### src/rtl/imusbc_pkg.sv
`timescale 1ns / 1ps
// ----------------------------------------------------------------------------
// imusbc_pkg
// Shared widths, register indexes, reset values, result codes and word types
// for the IMU static bias calibrator.
// ----------------------------------------------------------------------------
package imusbc_pkg;

   localparam int NORM_FRAC_BITS   = 4;
   localparam int OFFSET_FRAC_BITS = 8;

   localparam int AXIS_W      = 16;
   localparam int COUNT_W     = 16;
   localparam int NORM_W      = 20;
   localparam int OFFSET_W    = 24;
   localparam int OFF_LIMIT_W = 23;
   localparam int SQ_SUM_W    = 2 * AXIS_W;
   localparam int RADICAND_W  = SQ_SUM_W + 2 * NORM_FRAC_BITS;
   localparam int NORM_SUM_W  = 36;
   localparam int RATE_SUM_W  = 33;
   localparam int DIV_W       = (RATE_SUM_W + OFFSET_FRAC_BITS > NORM_SUM_W) ?
                                (RATE_SUM_W + OFFSET_FRAC_BITS) : NORM_SUM_W;

   localparam int CSR_INDEX_W = 3;
   localparam int CSR_DATA_W  = 23;

   localparam logic [CSR_INDEX_W-1:0] REG_SAMPLE_COUNT      = 3'd0;
   localparam logic [CSR_INDEX_W-1:0] REG_NORM_SPREAD_LIMIT = 3'd1;
   localparam logic [CSR_INDEX_W-1:0] REG_GYRO_SPREAD_LIMIT = 3'd2;
   localparam logic [CSR_INDEX_W-1:0] REG_NORM_TARGET       = 3'd3;
   localparam logic [CSR_INDEX_W-1:0] REG_NORM_TOLERANCE    = 3'd4;
   localparam logic [CSR_INDEX_W-1:0] REG_GYRO_OFFSET_LIMIT = 3'd5;

   localparam logic [COUNT_W-1:0]     RST_SAMPLE_COUNT      = 16'd6000;
   localparam logic [NORM_W-1:0]      RST_NORM_SPREAD_LIMIT = 20'd8912;
   localparam logic [AXIS_W-1:0]      RST_GYRO_SPREAD_LIMIT = 16'd141;
   localparam logic [NORM_W-1:0]      RST_NORM_TARGET       = 20'd174720;
   localparam logic [NORM_W-1:0]      RST_NORM_TOLERANCE    = 20'd8912;
   localparam logic [OFF_LIMIT_W-1:0] RST_GYRO_OFFSET_LIMIT = 23'd2403;

   localparam logic [1:0] CAUSE_NONE   = 2'd0;
   localparam logic [1:0] CAUSE_SPREAD = 2'd1;
   localparam logic [1:0] CAUSE_NORM   = 2'd2;
   localparam logic [1:0] CAUSE_OFFSET = 2'd3;

   localparam logic [NORM_W-1:0]   NORM_CAP    = '1;
   localparam logic [OFFSET_W-1:0] OFF_POS_CAP = {1'b0, {(OFFSET_W-1){1'b1}}};
   localparam logic [OFFSET_W-1:0] OFF_NEG_CAP = {1'b1, {(OFFSET_W-1){1'b0}}};

   typedef struct packed {
      logic signed [AXIS_W-1:0] acc_x;
      logic signed [AXIS_W-1:0] acc_y;
      logic signed [AXIS_W-1:0] acc_z;
      logic signed [AXIS_W-1:0] rate_x;
      logic signed [AXIS_W-1:0] rate_y;
      logic signed [AXIS_W-1:0] rate_z;
   } req_word_type;

   typedef struct packed {
      logic                       passed;
      logic [1:0]                 fail_cause;
      logic [NORM_W-1:0]          mean_norm;
      logic signed [OFFSET_W-1:0] offset_x;
      logic signed [OFFSET_W-1:0] offset_y;
      logic signed [OFFSET_W-1:0] offset_z;
      logic [COUNT_W-1:0]         samples_used;
   } rsp_word_type;

endpackage

### src/rtl/imusbc_sqrt.sv
`timescale 1ns / 1ps
// ----------------------------------------------------------------------------
// imusbc_sqrt
// Bit-pair integer square root, one result bit per cycle, saturated to the
// norm width.
// ----------------------------------------------------------------------------
module imusbc_sqrt (
   input  logic                                 clock,
   input  logic                                 reset,
   input  logic                                 start,
   input  logic [imusbc_pkg::RADICAND_W-1:0]    radicand,
   output logic                                 done,
   output logic [imusbc_pkg::NORM_W-1:0]        root
);

   localparam int W = imusbc_pkg::RADICAND_W;
   localparam logic [W-1:0] BIT_TOP = {2'b01, {(W-2){1'b0}}};

   logic         busy_ff, busy_in;
   logic         done_ff, done_in;
   logic [W-1:0] rem_ff, rem_in;
   logic [W-1:0] root_ff, root_in;
   logic [W-1:0] bit_ff, bit_in;
   logic [W:0]   trial;
   logic         take;

   always_comb begin
      trial   = {1'b0, root_ff} + {1'b0, bit_ff};
      take    = ({1'b0, rem_ff} >= trial);
      busy_in = busy_ff;
      done_in = 1'b0;
      rem_in  = rem_ff;
      root_in = root_ff;
      bit_in  = bit_ff;
      if (start) begin
         busy_in = 1'b1;
         rem_in  = radicand;
         root_in = '0;
         bit_in  = BIT_TOP;
      end else if (busy_ff) begin
         if (take) begin
            rem_in  = rem_ff - trial[W-1:0];
            root_in = (root_ff >> 1) + bit_ff;
         end else begin
            root_in = root_ff >> 1;
         end
         bit_in = bit_ff >> 2;
         if (bit_ff[0]) begin
            busy_in = 1'b0;
            done_in = 1'b1;
         end
      end
   end

   always_ff @(posedge clock) begin
      if (reset) begin
         busy_ff <= 1'b0;
         done_ff <= 1'b0;
      end else begin
         busy_ff <= busy_in;
         done_ff <= done_in;
      end
      rem_ff  <= rem_in;
      root_ff <= root_in;
      bit_ff  <= bit_in;
   end

   assign done = done_ff;
   assign root = (root_ff[W-1:imusbc_pkg::NORM_W] != '0) ? imusbc_pkg::NORM_CAP :
                 root_ff[imusbc_pkg::NORM_W-1:0];

endmodule

### src/rtl/imusbc_div.sv
`timescale 1ns / 1ps
// ----------------------------------------------------------------------------
// imusbc_div
// Restoring unsigned divider, one quotient bit per cycle; divisor is a
// sample count and never zero.
// ----------------------------------------------------------------------------
module imusbc_div (
   input  logic                              clock,
   input  logic                              reset,
   input  logic                              start,
   input  logic [imusbc_pkg::DIV_W-1:0]      dividend,
   input  logic [imusbc_pkg::COUNT_W-1:0]    divisor,
   output logic                              done,
   output logic [imusbc_pkg::DIV_W-1:0]      quotient
);

   localparam int W     = imusbc_pkg::DIV_W;
   localparam int DW    = imusbc_pkg::COUNT_W;
   localparam int CNT_W = $clog2(W + 1);
   localparam logic [CNT_W-1:0] LAST = CNT_W'(W - 1);

   logic             busy_ff, busy_in;
   logic             done_ff, done_in;
   logic [CNT_W-1:0] count_ff, count_in;
   logic [DW-1:0]    rem_ff, rem_in;
   logic [DW-1:0]    dvs_ff, dvs_in;
   logic [W-1:0]     quo_ff, quo_in;
   logic [DW:0]      trial;
   logic [DW:0]      diff;
   logic             ge;

   always_comb begin
      trial    = {rem_ff, quo_ff[W-1]};
      diff     = trial - {1'b0, dvs_ff};
      ge       = (trial >= {1'b0, dvs_ff});
      busy_in  = busy_ff;
      done_in  = 1'b0;
      count_in = count_ff;
      rem_in   = rem_ff;
      dvs_in   = dvs_ff;
      quo_in   = quo_ff;
      if (start) begin
         busy_in  = 1'b1;
         count_in = '0;
         rem_in   = '0;
         dvs_in   = divisor;
         quo_in   = dividend;
      end else if (busy_ff) begin
         rem_in   = ge ? diff[DW-1:0] : trial[DW-1:0];
         quo_in   = {quo_ff[W-2:0], ge};
         count_in = count_ff + 1'b1;
         if (count_ff == LAST) begin
            busy_in = 1'b0;
            done_in = 1'b1;
         end
      end
   end

   always_ff @(posedge clock) begin
      if (reset) begin
         busy_ff <= 1'b0;
         done_ff <= 1'b0;
      end else begin
         busy_ff <= busy_in;
         done_ff <= done_in;
      end
      count_ff <= count_in;
      rem_ff   <= rem_in;
      dvs_ff   <= dvs_in;
      quo_ff   <= quo_in;
   end

   assign done     = done_ff;
   assign quotient = quo_ff;

endmodule

### src/rtl/imu_static_bias_calibrator.sv
`timescale 1ns / 1ps
// ----------------------------------------------------------------------------
// imu_static_bias_calibrator
// Averages acceleration norm and gyro rates over one attempt, watches their
// spread, and reports mean norm, gyro offsets and a pass/fail verdict.
//
//  channel | dir | handshake           | word
//  --------+-----+---------------------+------------------------------
//  req     | in  | req_valid/req_stall | req_word_type  (6 raw axes)
//  rsp     | out | rsp_valid/rsp_stall | rsp_word_type  (verdict, means)
//  csr     | in  | csr_valid/csr_ready | csr_index, csr_data
//
//  A sample takes three squarings on one multiplier, then 20 steps of the
//  root unit. A sample that closes an attempt without a spread failure adds
//  four runs of the 41-step divider. req_stall is high from acceptance until
//  the sample is done; a finished word waits in the output register while the
//  next sample is taken. Synchronous reset, no clearing pass; csr writes are
//  always accepted.
// ----------------------------------------------------------------------------
module imu_static_bias_calibrator (
   input  logic                                   clock,
   input  logic                                   reset,
   input  logic                                   req_valid,
   output logic                                   req_stall,
   input  imusbc_pkg::req_word_type               req_word,
   output logic                                   rsp_valid,
   input  logic                                   rsp_stall,
   output imusbc_pkg::rsp_word_type               rsp_word,
   input  logic                                   csr_valid,
   output logic                                   csr_ready,
   input  logic [imusbc_pkg::CSR_INDEX_W-1:0]     csr_index,
   input  logic [imusbc_pkg::CSR_DATA_W-1:0]      csr_data
);

   localparam int AW  = imusbc_pkg::AXIS_W;
   localparam int NW  = imusbc_pkg::NORM_W;
   localparam int OW  = imusbc_pkg::OFFSET_W;
   localparam int CW  = imusbc_pkg::COUNT_W;
   localparam int RSW = imusbc_pkg::RATE_SUM_W;
   localparam int NSW = imusbc_pkg::NORM_SUM_W;
   localparam int DW  = imusbc_pkg::DIV_W;

   localparam logic [2:0] ST_IDLE   = 3'd0;
   localparam logic [2:0] ST_SQUARE = 3'd1;
   localparam logic [2:0] ST_ROOT   = 3'd2;
   localparam logic [2:0] ST_UPDATE = 3'd3;
   localparam logic [2:0] ST_CHECK  = 3'd4;
   localparam logic [2:0] ST_DIV_GO = 3'd5;
   localparam logic [2:0] ST_DIVIDE = 3'd6;
   localparam logic [2:0] ST_RESULT = 3'd7;

   // configuration
   logic [CW-1:0]                          sample_count_ff, sample_count_in;
   logic [NW-1:0]                          norm_spread_limit_ff, norm_spread_limit_in;
   logic [AW-1:0]                          gyro_spread_limit_ff, gyro_spread_limit_in;
   logic [NW-1:0]                          norm_target_ff, norm_target_in;
   logic [NW-1:0]                          norm_tolerance_ff, norm_tolerance_in;
   logic [imusbc_pkg::OFF_LIMIT_W-1:0]     gyro_offset_limit_ff, gyro_offset_limit_in;

   // sequencer and working registers
   logic [2:0]                             state_ff, state_in;
   imusbc_pkg::req_word_type               smp_ff, smp_in;
   logic [1:0]                             axis_ff, axis_in;
   logic [imusbc_pkg::SQ_SUM_W-1:0]        sq_sum_ff, sq_sum_in;
   logic [NW-1:0]                          norm_ff, norm_in;
   logic [1:0]                             div_sel_ff, div_sel_in;
   logic                                   spread_bad_ff, spread_bad_in;
   logic                                   off_bad_ff, off_bad_in;
   logic [NW-1:0]                          mean_ff, mean_in;
   logic signed [OW-1:0]                   offset_ff [3];
   logic signed [OW-1:0]                   offset_in [3];

   // attempt state
   logic [CW-1:0]                          sample_index_ff, sample_index_in;
   logic [NSW-1:0]                         norm_sum_ff, norm_sum_in;
   logic signed [RSW-1:0]                  rate_sum_ff [3];
   logic signed [RSW-1:0]                  rate_sum_in [3];
   logic [NW-1:0]                          norm_max_ff, norm_max_in;
   logic [NW-1:0]                          norm_min_ff, norm_min_in;
   logic signed [AW-1:0]                   rate_max_ff [3];
   logic signed [AW-1:0]                   rate_max_in [3];
   logic signed [AW-1:0]                   rate_min_ff [3];
   logic signed [AW-1:0]                   rate_min_in [3];

   // output register
   logic                                   rsp_valid_ff, rsp_valid_in;
   imusbc_pkg::rsp_word_type               rsp_word_ff, rsp_word_in;

   // root and divider units
   logic                                   sqrt_start, sqrt_done;
   logic [imusbc_pkg::RADICAND_W-1:0]      radicand;
   logic [NW-1:0]                          sqrt_root;
   logic                                   div_start, div_done;
   logic [DW-1:0]                          dividend, quotient;

   // combinational helpers
   logic signed [AW-1:0]                   acc_op;
   logic signed [2*AW-1:0]                 product;
   logic signed [AW-1:0]                   rate_smp [3];
   logic                                   first;
   logic [NW-1:0]                          norm_spread;
   logic [AW:0]                            rate_spread [3];
   logic                                   spread_hit;
   logic [CW-1:0]                          target_n;
   logic [1:0]                             rs_idx;
   logic signed [RSW-1:0]                  rs_sel;
   logic                                   rs_neg;
   logic [RSW-1:0]                         rs_mag;
   logic [OW-1:0]                          mag_cap;
   logic [OW-1:0]                          mag_sat;
   logic [NW-1:0]                          dev;
   logic [1:0]                             cause;
   logic                                   out_free;

   imusbc_sqrt u_sqrt (
      .clock    (clock),
      .reset    (reset),
      .start    (sqrt_start),
      .radicand (radicand),
      .done     (sqrt_done),
      .root     (sqrt_root)
   );

   imusbc_div u_div (
      .clock    (clock),
      .reset    (reset),
      .start    (div_start),
      .dividend (dividend),
      .divisor  (sample_index_ff),
      .done     (div_done),
      .quotient (quotient)
   );

   assign req_stall = (state_ff != ST_IDLE);
   assign csr_ready = 1'b1;
   assign rsp_valid = rsp_valid_ff;
   assign rsp_word  = rsp_word_ff;

   // configuration writes
   always_comb begin
      sample_count_in      = sample_count_ff;
      norm_spread_limit_in = norm_spread_limit_ff;
      gyro_spread_limit_in = gyro_spread_limit_ff;
      norm_target_in       = norm_target_ff;
      norm_tolerance_in    = norm_tolerance_ff;
      gyro_offset_limit_in = gyro_offset_limit_ff;
      if (csr_valid) begin
         unique case (csr_index)
            imusbc_pkg::REG_SAMPLE_COUNT:      sample_count_in      = csr_data[CW-1:0];
            imusbc_pkg::REG_NORM_SPREAD_LIMIT: norm_spread_limit_in = csr_data[NW-1:0];
            imusbc_pkg::REG_GYRO_SPREAD_LIMIT: gyro_spread_limit_in = csr_data[AW-1:0];
            imusbc_pkg::REG_NORM_TARGET:       norm_target_in       = csr_data[NW-1:0];
            imusbc_pkg::REG_NORM_TOLERANCE:    norm_tolerance_in    = csr_data[NW-1:0];
            imusbc_pkg::REG_GYRO_OFFSET_LIMIT:
               gyro_offset_limit_in = csr_data[imusbc_pkg::OFF_LIMIT_W-1:0];
            default: ;
         endcase
      end
   end

   // datapath helpers
   always_comb begin
      rate_smp[0] = smp_ff.rate_x;
      rate_smp[1] = smp_ff.rate_y;
      rate_smp[2] = smp_ff.rate_z;

      unique case (axis_ff)
         2'd0:    acc_op = smp_ff.acc_x;
         2'd1:    acc_op = smp_ff.acc_y;
         default: acc_op = smp_ff.acc_z;
      endcase
      product  = acc_op * acc_op;
      radicand = imusbc_pkg::RADICAND_W'(sq_sum_ff) << (2 * imusbc_pkg::NORM_FRAC_BITS);

      first       = (sample_index_ff == '0);
      norm_spread = norm_max_ff - norm_min_ff;
      spread_hit  = (norm_spread > norm_spread_limit_ff);
      for (int i = 0; i < 3; i++) begin
         rate_spread[i] = {rate_max_ff[i][AW-1], rate_max_ff[i]} -
                          {rate_min_ff[i][AW-1], rate_min_ff[i]};
         if (rate_spread[i] > {1'b0, gyro_spread_limit_ff}) spread_hit = 1'b1;
      end
      target_n = (sample_count_ff == '0) ? CW'(1) : sample_count_ff;

      rs_idx   = (div_sel_ff == 2'd0) ? 2'd0 : (div_sel_ff - 2'd1);
      rs_sel   = rate_sum_ff[rs_idx];
      rs_neg   = rs_sel[RSW-1];
      rs_mag   = rs_neg ? RSW'(-rs_sel) : RSW'(rs_sel);
      dividend = (div_sel_ff == 2'd0) ? DW'(norm_sum_ff) :
                 (DW'(rs_mag) << imusbc_pkg::OFFSET_FRAC_BITS);
      mag_cap  = rs_neg ? imusbc_pkg::OFF_NEG_CAP : imusbc_pkg::OFF_POS_CAP;
      mag_sat  = (quotient > DW'(mag_cap)) ? mag_cap : quotient[OW-1:0];

      dev = (mean_ff >= norm_target_ff) ? (mean_ff - norm_target_ff) :
                                          (norm_target_ff - mean_ff);
      priority if (spread_bad_ff)              cause = imusbc_pkg::CAUSE_SPREAD;
      else if (dev > norm_tolerance_ff)        cause = imusbc_pkg::CAUSE_NORM;
      else if (off_bad_ff)                     cause = imusbc_pkg::CAUSE_OFFSET;
      else                                     cause = imusbc_pkg::CAUSE_NONE;

      out_free = !rsp_valid_ff || !rsp_stall;
   end

   // sequencer
   always_comb begin
      state_in        = state_ff;
      smp_in          = smp_ff;
      axis_in         = axis_ff;
      sq_sum_in       = sq_sum_ff;
      norm_in         = norm_ff;
      div_sel_in      = div_sel_ff;
      spread_bad_in   = spread_bad_ff;
      off_bad_in      = off_bad_ff;
      mean_in         = mean_ff;
      sample_index_in = sample_index_ff;
      norm_sum_in     = norm_sum_ff;
      norm_max_in     = norm_max_ff;
      norm_min_in     = norm_min_ff;
      for (int i = 0; i < 3; i++) begin
         offset_in[i]   = offset_ff[i];
         rate_sum_in[i] = rate_sum_ff[i];
         rate_max_in[i] = rate_max_ff[i];
         rate_min_in[i] = rate_min_ff[i];
      end
      rsp_word_in  = rsp_word_ff;
      rsp_valid_in = rsp_valid_ff && rsp_stall;
      sqrt_start   = 1'b0;
      div_start    = 1'b0;

      unique case (state_ff)
         ST_IDLE: begin
            if (req_valid) begin
               smp_in    = req_word;
               axis_in   = 2'd0;
               sq_sum_in = '0;
               state_in  = ST_SQUARE;
            end
         end
         ST_SQUARE: begin
            if (axis_ff == 2'd3) begin
               sqrt_start = 1'b1;
               state_in   = ST_ROOT;
            end else begin
               sq_sum_in = sq_sum_ff + $unsigned(product);
               axis_in   = axis_ff + 2'd1;
            end
         end
         ST_ROOT: begin
            if (sqrt_done) begin
               norm_in  = sqrt_root;
               state_in = ST_UPDATE;
            end
         end
         ST_UPDATE: begin
            norm_sum_in = norm_sum_ff + NSW'(norm_ff);
            if (first || norm_ff > norm_max_ff) norm_max_in = norm_ff;
            if (first || norm_ff < norm_min_ff) norm_min_in = norm_ff;
            for (int i = 0; i < 3; i++) begin
               rate_sum_in[i] = rate_sum_ff[i] + RSW'(rate_smp[i]);
               if (first || rate_smp[i] > rate_max_ff[i]) rate_max_in[i] = rate_smp[i];
               if (first || rate_smp[i] < rate_min_ff[i]) rate_min_in[i] = rate_smp[i];
            end
            sample_index_in = sample_index_ff + 1'b1;
            state_in        = ST_CHECK;
         end
         ST_CHECK: begin
            off_bad_in = 1'b0;
            div_sel_in = 2'd0;
            if (spread_hit) begin
               spread_bad_in = 1'b1;
               state_in      = ST_RESULT;
            end else if (sample_index_ff >= target_n) begin
               state_in = ST_DIV_GO;
            end else begin
               state_in = ST_IDLE;
            end
         end
         ST_DIV_GO: begin
            div_start = 1'b1;
            state_in  = ST_DIVIDE;
         end
         ST_DIVIDE: begin
            if (div_done) begin
               if (div_sel_ff == 2'd0) begin
                  mean_in = (quotient[DW-1:NW] != '0) ? imusbc_pkg::NORM_CAP :
                            quotient[NW-1:0];
               end else begin
                  offset_in[rs_idx] = rs_neg ? -$signed(mag_sat) : $signed(mag_sat);
                  if (mag_sat > OW'(gyro_offset_limit_ff)) off_bad_in = 1'b1;
               end
               if (div_sel_ff == 2'd3) begin
                  state_in = ST_RESULT;
               end else begin
                  div_sel_in = div_sel_ff + 2'd1;
                  state_in   = ST_DIV_GO;
               end
            end
         end
         ST_RESULT: begin
            if (out_free) begin
               rsp_valid_in             = 1'b1;
               rsp_word_in.passed       = (cause == imusbc_pkg::CAUSE_NONE);
               rsp_word_in.fail_cause   = cause;
               rsp_word_in.samples_used = sample_index_ff;
               if (spread_bad_ff) begin
                  rsp_word_in.mean_norm = '0;
                  rsp_word_in.offset_x  = '0;
                  rsp_word_in.offset_y  = '0;
                  rsp_word_in.offset_z  = '0;
               end else begin
                  rsp_word_in.mean_norm = mean_ff;
                  rsp_word_in.offset_x  = offset_ff[0];
                  rsp_word_in.offset_y  = offset_ff[1];
                  rsp_word_in.offset_z  = offset_ff[2];
               end
               // new attempt
               spread_bad_in   = 1'b0;
               sample_index_in = '0;
               norm_sum_in     = '0;
               norm_max_in     = '0;
               norm_min_in     = '0;
               for (int i = 0; i < 3; i++) begin
                  rate_sum_in[i] = '0;
                  rate_max_in[i] = '0;
                  rate_min_in[i] = '0;
               end
               state_in = ST_IDLE;
            end
         end
      endcase
   end

   always_ff @(posedge clock) begin
      if (reset) begin
         sample_count_ff      <= imusbc_pkg::RST_SAMPLE_COUNT;
         norm_spread_limit_ff <= imusbc_pkg::RST_NORM_SPREAD_LIMIT;
         gyro_spread_limit_ff <= imusbc_pkg::RST_GYRO_SPREAD_LIMIT;
         norm_target_ff       <= imusbc_pkg::RST_NORM_TARGET;
         norm_tolerance_ff    <= imusbc_pkg::RST_NORM_TOLERANCE;
         gyro_offset_limit_ff <= imusbc_pkg::RST_GYRO_OFFSET_LIMIT;
         state_ff             <= ST_IDLE;
         spread_bad_ff        <= 1'b0;
         rsp_valid_ff         <= 1'b0;
         sample_index_ff      <= '0;
         norm_sum_ff          <= '0;
         norm_max_ff          <= '0;
         norm_min_ff          <= '0;
         for (int i = 0; i < 3; i++) begin
            rate_sum_ff[i] <= '0;
            rate_max_ff[i] <= '0;
            rate_min_ff[i] <= '0;
         end
      end else begin
         sample_count_ff      <= sample_count_in;
         norm_spread_limit_ff <= norm_spread_limit_in;
         gyro_spread_limit_ff <= gyro_spread_limit_in;
         norm_target_ff       <= norm_target_in;
         norm_tolerance_ff    <= norm_tolerance_in;
         gyro_offset_limit_ff <= gyro_offset_limit_in;
         state_ff             <= state_in;
         spread_bad_ff        <= spread_bad_in;
         rsp_valid_ff         <= rsp_valid_in;
         sample_index_ff      <= sample_index_in;
         norm_sum_ff          <= norm_sum_in;
         norm_max_ff          <= norm_max_in;
         norm_min_ff          <= norm_min_in;
         for (int i = 0; i < 3; i++) begin
            rate_sum_ff[i] <= rate_sum_in[i];
            rate_max_ff[i] <= rate_max_in[i];
            rate_min_ff[i] <= rate_min_in[i];
         end
      end
      smp_ff      <= smp_in;
      axis_ff     <= axis_in;
      sq_sum_ff   <= sq_sum_in;
      norm_ff     <= norm_in;
      div_sel_ff  <= div_sel_in;
      off_bad_ff  <= off_bad_in;
      mean_ff     <= mean_in;
      rsp_word_ff <= rsp_word_in;
      for (int i = 0; i < 3; i++) begin
         offset_ff[i] <= offset_in[i];
      end
   end

endmodule

### config.mk
export PLATFORM = sky130hd
export DESIGN_NAME = imu_static_bias_calibrator
export DESIGN_NICKNAME = d
export VERILOG_FILES = /design/src/rtl/imusbc_pkg.sv /design/src/rtl/imusbc_sqrt.sv /design/src/rtl/imusbc_div.sv /design/src/rtl/imu_static_bias_calibrator.sv
export SDC_FILE = /design/constraint.sdc
export NUM_CORES = 2
export LEC_CHECK = 0
export BUFFER_PORTS_ARGS = -buffer_cell sky130_fd_sc_hd__buf_4
export CAP_MARGIN = 20
export CORE_MARGIN = 3
export CORE_UTILIZATION = 65
export DETAILED_ROUTE_END_ITERATION = 16
export GPL_TIMING_DRIVEN = 0
export HOLD_SLACK_MARGIN = 0.06
export PLACE_DENSITY = 0.82
export SYNTH_ARGS = -nofsm -noshare
export SYNTH_HDL_FRONTEND = slang
export SYNTH_HIERARCHICAL = 1
export SYNTH_SLANG_ARGS = --single-unit
### constraint.sdc
create_clock -name clock -period 18.25 [get_ports clock]
set_input_delay 1.825 -clock clock [delete_from_list [all_inputs] [get_ports clock]]
set_output_delay 1.825 -clock clock [all_outputs]
set_load 0.01 [all_outputs]
# Yosys cells after proc, flatten, opt, wreduce, memory -nomap -nowiden
# Memories as Yosys holds them, arrays and structs flattened.
# Index checks and enable logic that the tools add are counted.
# word_totals
ff_bits	679
mem_bits_rw	267
input_bits	127
word_cells	283
mem_count	4
# memory_table
memory	words	word_bits	read_ports	rd_ports_with_merged_regs	write_ports	line_no	text
rate_sum_ff	3	33	4	0	3	imu_static_bias_calibrator.sv:76	logic signed [RSW-1:0] rate_sum_ff [3];
offset_ff	3	24	3	0	3	imu_static_bias_calibrator.sv:70	logic signed [OW-1:0] offset_ff [3];
rate_max_ff	3	16	3	0	3	imu_static_bias_calibrator.sv:80	logic signed [AW-1:0] rate_max_ff [3];
rate_min_ff	3	16	3	0	3	imu_static_bias_calibrator.sv:82	logic signed [AW-1:0] rate_min_ff [3];
# op_classes
n_addsub	22
mul	1
n_lt_le_gt_ge	21
n_eq_ne	28
mux	99
bitwise_logic	12
reduce_logical	52
# ops
operator	count
two-way mux 16 bit	15
two-way mux 72 bit	3
one-hot mux 99 bit (2 select lines)	1
one-hot mux 48 bit (2 select lines)	2
two-way mux 40 bit	4
two-way mux 33 bit	4
two-way mux 41 bit	3
adder 33 x 16 -> 33 bit	3
two-way mux 99 bit	1
two-way mux 24 bit	4
two-way mux 48 bit	2
two-way mux 20 bit	4
one-hot mux 20 bit (2 select lines)	2
bitwise mux 72 bit	1
one-hot mux 36 bit (2 select lines)	1
two-way mux 32 bit	2
one-hot mux 16 bit (2 select lines)	2
one-hot mux 32 bit (2 select lines)	1
> comparator 20 bit	3
subtractor 20 bit	3
> comparator 17 x 16 -> 1 bit	3
subtractor 16 x 16 -> 17 bit	3
demux 24 bit (select 2 bit)	1
> comparator 16 bit	3
other kinds (56)	164

# Longest topological paths before layout
# An unclocked memory read counts as a cell.
# depth
word_depth	12
mapped_depth	31

# By module
# Netlist, hierarchy kept.
# by_module_without_submodules
mod	instances	cells_each	area_each_um2
imu_static_bias_calibrator	1	6238	57317.5
imusbc_sqrt	1	1101	8926.1
imusbc_div	1	375	4266.6

# Worst setup path after synthesis
# Ideal clock, no wire load.
# synth_path
path_kind	register -> register
start	register axis_ff[0]
end	register sq_sum_ff[28] (netlist name), data pin
setup_time_ps	270
t_arrival_ps	7125
required_ps	17980
path_slack_ps	10855
stages_incl_launch_ff	26
path_cell_list	edfxtp_1 > ha_1 > clkbuf_1 > nor2_1 > clkbuf_1 > a21o_1 > clkbuf_1 > nand2_1 > fa_1 > fa_1 > inv_1 > fa_1 > fa_1 > fa_1 > inv_1 > fa_1 > inv_1 > ha_1 > clkbuf_1 > a21oi_1 > o211ai_1 > a31o_2 > a41oi_1 > o21ai_1 > nor3_1 > nor3_1
# synth_between
elab_chain_len	6
elab_cells_between_ends	7
cone_classes	add/sub (1); mul (1); eq/ne (1); mux (3); reduce/logical (1)
# synth_rtl
element	line_no	text
start, declared	imu_static_bias_calibrator.sv:63	logic [1:0] axis_ff, axis_in;
start signal, assigned	imu_static_bias_calibrator.sv:374	axis_ff <= axis_in;
equality test 2 x 1 -> 1 bit or zero test 2 bit (tied branches)	imu_static_bias_calibrator.sv:167	unique case (axis_ff)
one-hot mux 16 bit (2 select lines) (*)	imu_static_bias_calibrator.sv:167	
multiplier 16 x 16 -> 32 bit (*)	imu_static_bias_calibrator.sv:172	product = acc_op * acc_op;
adder 32 bit (*)	imu_static_bias_calibrator.sv:244	sq_sum_in = sq_sum_ff + $unsigned(product);
two-way mux 32 bit (*)	imu_static_bias_calibrator.sv:240	if (axis_ff == 2'd3) begin
one-hot mux 32 bit (2 select lines) (*)	imu_static_bias_calibrator.sv:230	unique case (state_ff)
end signal, assigned	imu_static_bias_calibrator.sv:375	sq_sum_ff <= sq_sum_in;
end, declared	imu_static_bias_calibrator.sv:64	logic [imusbc_pkg::SQ_SUM_W-1:0] sq_sum_ff, sq_sum_in;
# Mark *: on every way between the ends. The rest lies on a longest branch, timed or not. The select of a mux whose other input is x is not followed.
# A chain may end at the register's enable or synchronous reset.

# Worst setup path in the final report
# layout_path
start	register axis_ff[0]
end	register sq_sum_ff[29] (netlist name), data pin
# The elaborated chain is that of the path after synthesis.

==> impl_metrics.py <==
metrics = {
    "route": {
        "route.detailed.drc": 0,
        "via_count": 59800,
        "firstDrtPassIters": 8,
        "ant_nets": 0,
        "routedWlPerCell_um": 21.7,
        "drt_iter0_drc": 5887,
        "wirelength_um": 208000,
        "vias_per_cell": 6.24,
    },
    "worst_setup_path": {
        "startpoint": "axis_ff[0]$_SDFFCE_PN0P_",
        "critPathCaptureType": "register",
        "r2r_setup_slack_ns": 9.03,
        "reg2reg_from": "axis_ff[0]$_SDFFCE_PN0P_",
        "reg2regPathDepth": 26,
        "critPathKind": "reg2reg",
        "arrival_ns": 9.64,
        "worstReg2RegEnd": "sq_sum_ff[29]$_SDFFCE_PN0P_",
        "crit_required_ns": 18.67,
        "worstSetupStartpointType": "register",
        "cp_max_fo": 10,
    },
    "cts": {
        "cts_hold_buf": 0,
        "cts_buffer_depth": 3,
        "clk_latency_ns": 0.75,
        "cts_resized": 0,
        "cts_tree": "yes",
        "cts.sinks": 946,
        "postCtsSetupRepairBufs": 0,
        "path_clk_slew_ns": 0.07,
        "h-tree-depth": 3,
        "cts_buffers": 101,
        "cts_root_buf": "clkbuf_16",
    },
    "timing": {
        "fmax_ghz": 0.108,
        "clock_skew_ns": 0.0763,
        "finalSetupViolCount": 0,
        "hold_viol": 0,
        "rsz0062_at_grt": "no",
        "fin_crit_ns": 9.22,
        "finalSetupTns_ns": 0,
        "slew_headroom_pct": 20.6,
        "period_share_pct": 50.5,
        "tightestPinTransition_ns": 1.18,
        "slew_violations": 0,
    },
    "floorplanning": {
        "dieArea_um2": 112000,
        "rows": 120,
        "core-area_um2": 107000,
        "die_w_um": 335,
        "initial_core_util_pct": 65.7,
        "die_h_um": 335,
        "ios": 241,
    },
    "placed_design": {
        "gp_congestion": 0.988,
        "numPortBuffers": 239,
        "place_inst": 9377,
        "dp_hpwl_um": 160000,
    },
    "synth": {
        "syn_area_per_cell_um2": 9.14,
        "mappedNetlistArea_um2": 70500,
        "synthArstFlopShare_pct": 0,
        "synth_edf_count": 453,
        "yosys_warnings": 6,
        "synth_top_flop_cell": "dfxtp_1",
        "ys_seq_area_share_pct": 33.3,
        "synth_seq_cells": 946,
        "postSynthCellCount": 7714,
        "ys_types": 121,
    },
    "cells_and_area": {
        "seqCellArea_um2": 23500,
        "area_growth_pct": 10.6,
        "final_cells": 9576,
        "multi_input_area_um2": 42900,
        "nets": 9214,
        "fillers": 7833,
        "final_util_pct": 72.7,
        "drive_above_1_share_pct": 7.75,
    },
    "outcome": {
        "outcome": "finished, final reports clean",
    },
    "global_route": {
        "grt_util_met1_pct": 44.2,
        "grt_pass1_vias": 59300,
        "grt_pass1_wl_um": 323000,
        "use_met2_pct": 60.8,
        "grt_max_degree": 66,
        "overflow": 0,
        "antenna_found_initial": 3,
        "met3_usage_pct": 6.98,
        "grt_busiest_layer": "met2",
        "track_usage_pct": 36.5,
    },
    "min_path": {
        "hold_path_class": "reg2reg",
        "hold_start": "norm_tolerance_ff[18]$_SDFFE_PP0P_",
        "hold_end": "norm_tolerance_ff[18]$_SDFFE_PP0P_",
        "hold_depth": 2,
    },
    "job": {
        "maxCapViolations": 0,
    },
}
synth_stat cells, drive strengths merged, types with 205 or more instances:
master    n  area, um^2
nand2   666        2500
inv     780        2930
o21ai   427        2140
a21oi   483        2420
edfxtp  453       13600
a21o    210        1580
clkbuf  248         931
xnor2   205        1800
dfxtp   493        9870
nor2    671        2520
ha      727        9100
fa      277        5550
cells by family (layout without fill, tap and decap cells):
| kind of cell | Yosys count | count (layout) | share of synthesized area, % |
|---|---|---|---|
| adder cells (fa/ha/maj) | 1004 | 1004 | 20.8 |
| other | 2 | 10 | 0.0107 |
| XOR/XNOR | 355 | 355 | 4.41 |
| AND/OR/NAND/NOR | 2313 | 2313 | 15.7 |
| AO/OA/AOI/OAI | 1778 | 1778 | 16.4 |
| buffers and inverters | 1091 | 1542 | 6.01 |
| flip-flops | 946 | 946 | 33.3 |
| multiplexers | 225 | 225 | 3.38 |
registers in the layout, summed over array words and instances (netlist names), 40 cells and up:
| register | cells |
|---|---|
| u_sqrt/root_ff | 40 |
| rate_smp | 48 |
| u_div/quotient | 41 |
| rate_min_ff | 48 |
| offset_ff | 72 |
| smp_ff | 48 |
| u_sqrt/rem_ff | 40 |
| rsp_word | 111 |
| rate_sum_ff | 99 |
| rate_max_ff | 48 |
worst max-delay path by stage:
| stage | to | slack (ns) |
|---|---|---|
| 2_1_floorplan | sq_sum_ff[28]$_SDFFCE_PN0P_ | 10.85 |
| 3_3_place_gp | sq_sum_ff[23]$_SDFFCE_PN0P_ | 9.14 |
| 3_5_place_dp | sq_sum_ff[28]$_SDFFCE_PN0P_ | 8.94 |
| 4_1_cts | sq_sum_ff[28]$_SDFFCE_PN0P_ | 8.88 |
| 5_1_grt | sq_sum_ff[28]$_SDFFCE_PN0P_ | 8.48 |
| 6_report | sq_sum_ff[29]$_SDFFCE_PN0P_ | 9.03 |
per-stage QoR:
step	hold slack (ns)	instance area, um^2	setup slack [ns]
6_report	0.458	78000	9.03
5_1_grt	0.474	78000	8.48
3_3_place_gp	0.442	74100	9.14
4_1_cts	0.457	77900	8.88
2_1_floorplan	0.436	70500	10.85
3_5_place_dp	0.448	74400	8.94
per-layer routing:
metal / up-vias / share of wire [%]
met3: 782 / 8.7
met5: - / 0.0062
met2: 2812 / 47
met4: 2 / 6.6
met1: 28400 / 38
li1: 27800 / -
layout make-up:
type	instances	area share, %
multi-input cells	5684	54.9
flip-flops and latches	946	30.1
inverters	788	3.79
clock buffers	137	3.66
repair buffers	259	2.73
well taps	1403	2.25
plain buffers	303	1.64
clock inverters	55	0.885
diodes	1	0.00321
worst max-delay path: stages, from the launching register on:
cell,delay (ns)
edfxtp_1,0.44
ha_1,0.32
clkbuf_1,0.25
nor2_1,0.52
clkbuf_1,0.45
a21o_1,0.33
clkbuf_1,0.60
nand2_1,0.28
fa_1,0.59
fa_1,0.80
inv_1,0.26
fa_1,0.60
fa_1,0.44
fa_1,0.54
inv_1,0.05
fa_1,0.54
inv_1,0.04
ha_1,0.28
clkbuf_1,0.18
a21oi_1,0.27
o211ai_1,0.20
nand2_1,0.12
a2bb2oi_1,0.25
o211ai_1,0.17
a21oi_1,0.21
xor2_1,0.16
nor2_1,0.06
layout by cell type (no fill, tap or decap), types with 79 or more instances in the layout:
cell type | netlist | final
inv_1 | 778 | 777
ha_1 | 727 | 727
nor2_1 | 669 | 668
nand2_1 | 664 | 663
dfxtp_1 | 493 | 493
a21oi_1 | 481 | 481
edfxtp_1 | 453 | 453
o21ai_0 | 398 | 398
fa_1 | 277 | 277
clkbuf_1 | 248 | 268
buf_4 | 7 | 250
a21o_1 | 210 | 210
xnor2_1 | 205 | 205
mux2i_1 | 152 | 152
xor2_1 | 150 | 150
nand3_1 | 145 | 145
nor2b_1 | 141 | 141
nand2b_1 | 117 | 117
nor3_1 | 110 | 108
clkbuf_16 | 0 | 106
nand4_1 | 79 | 79
Power is left out: the tool's default activity adds up to more than one toggle a clock period on the data nets, which glitch-free logic cannot reach.
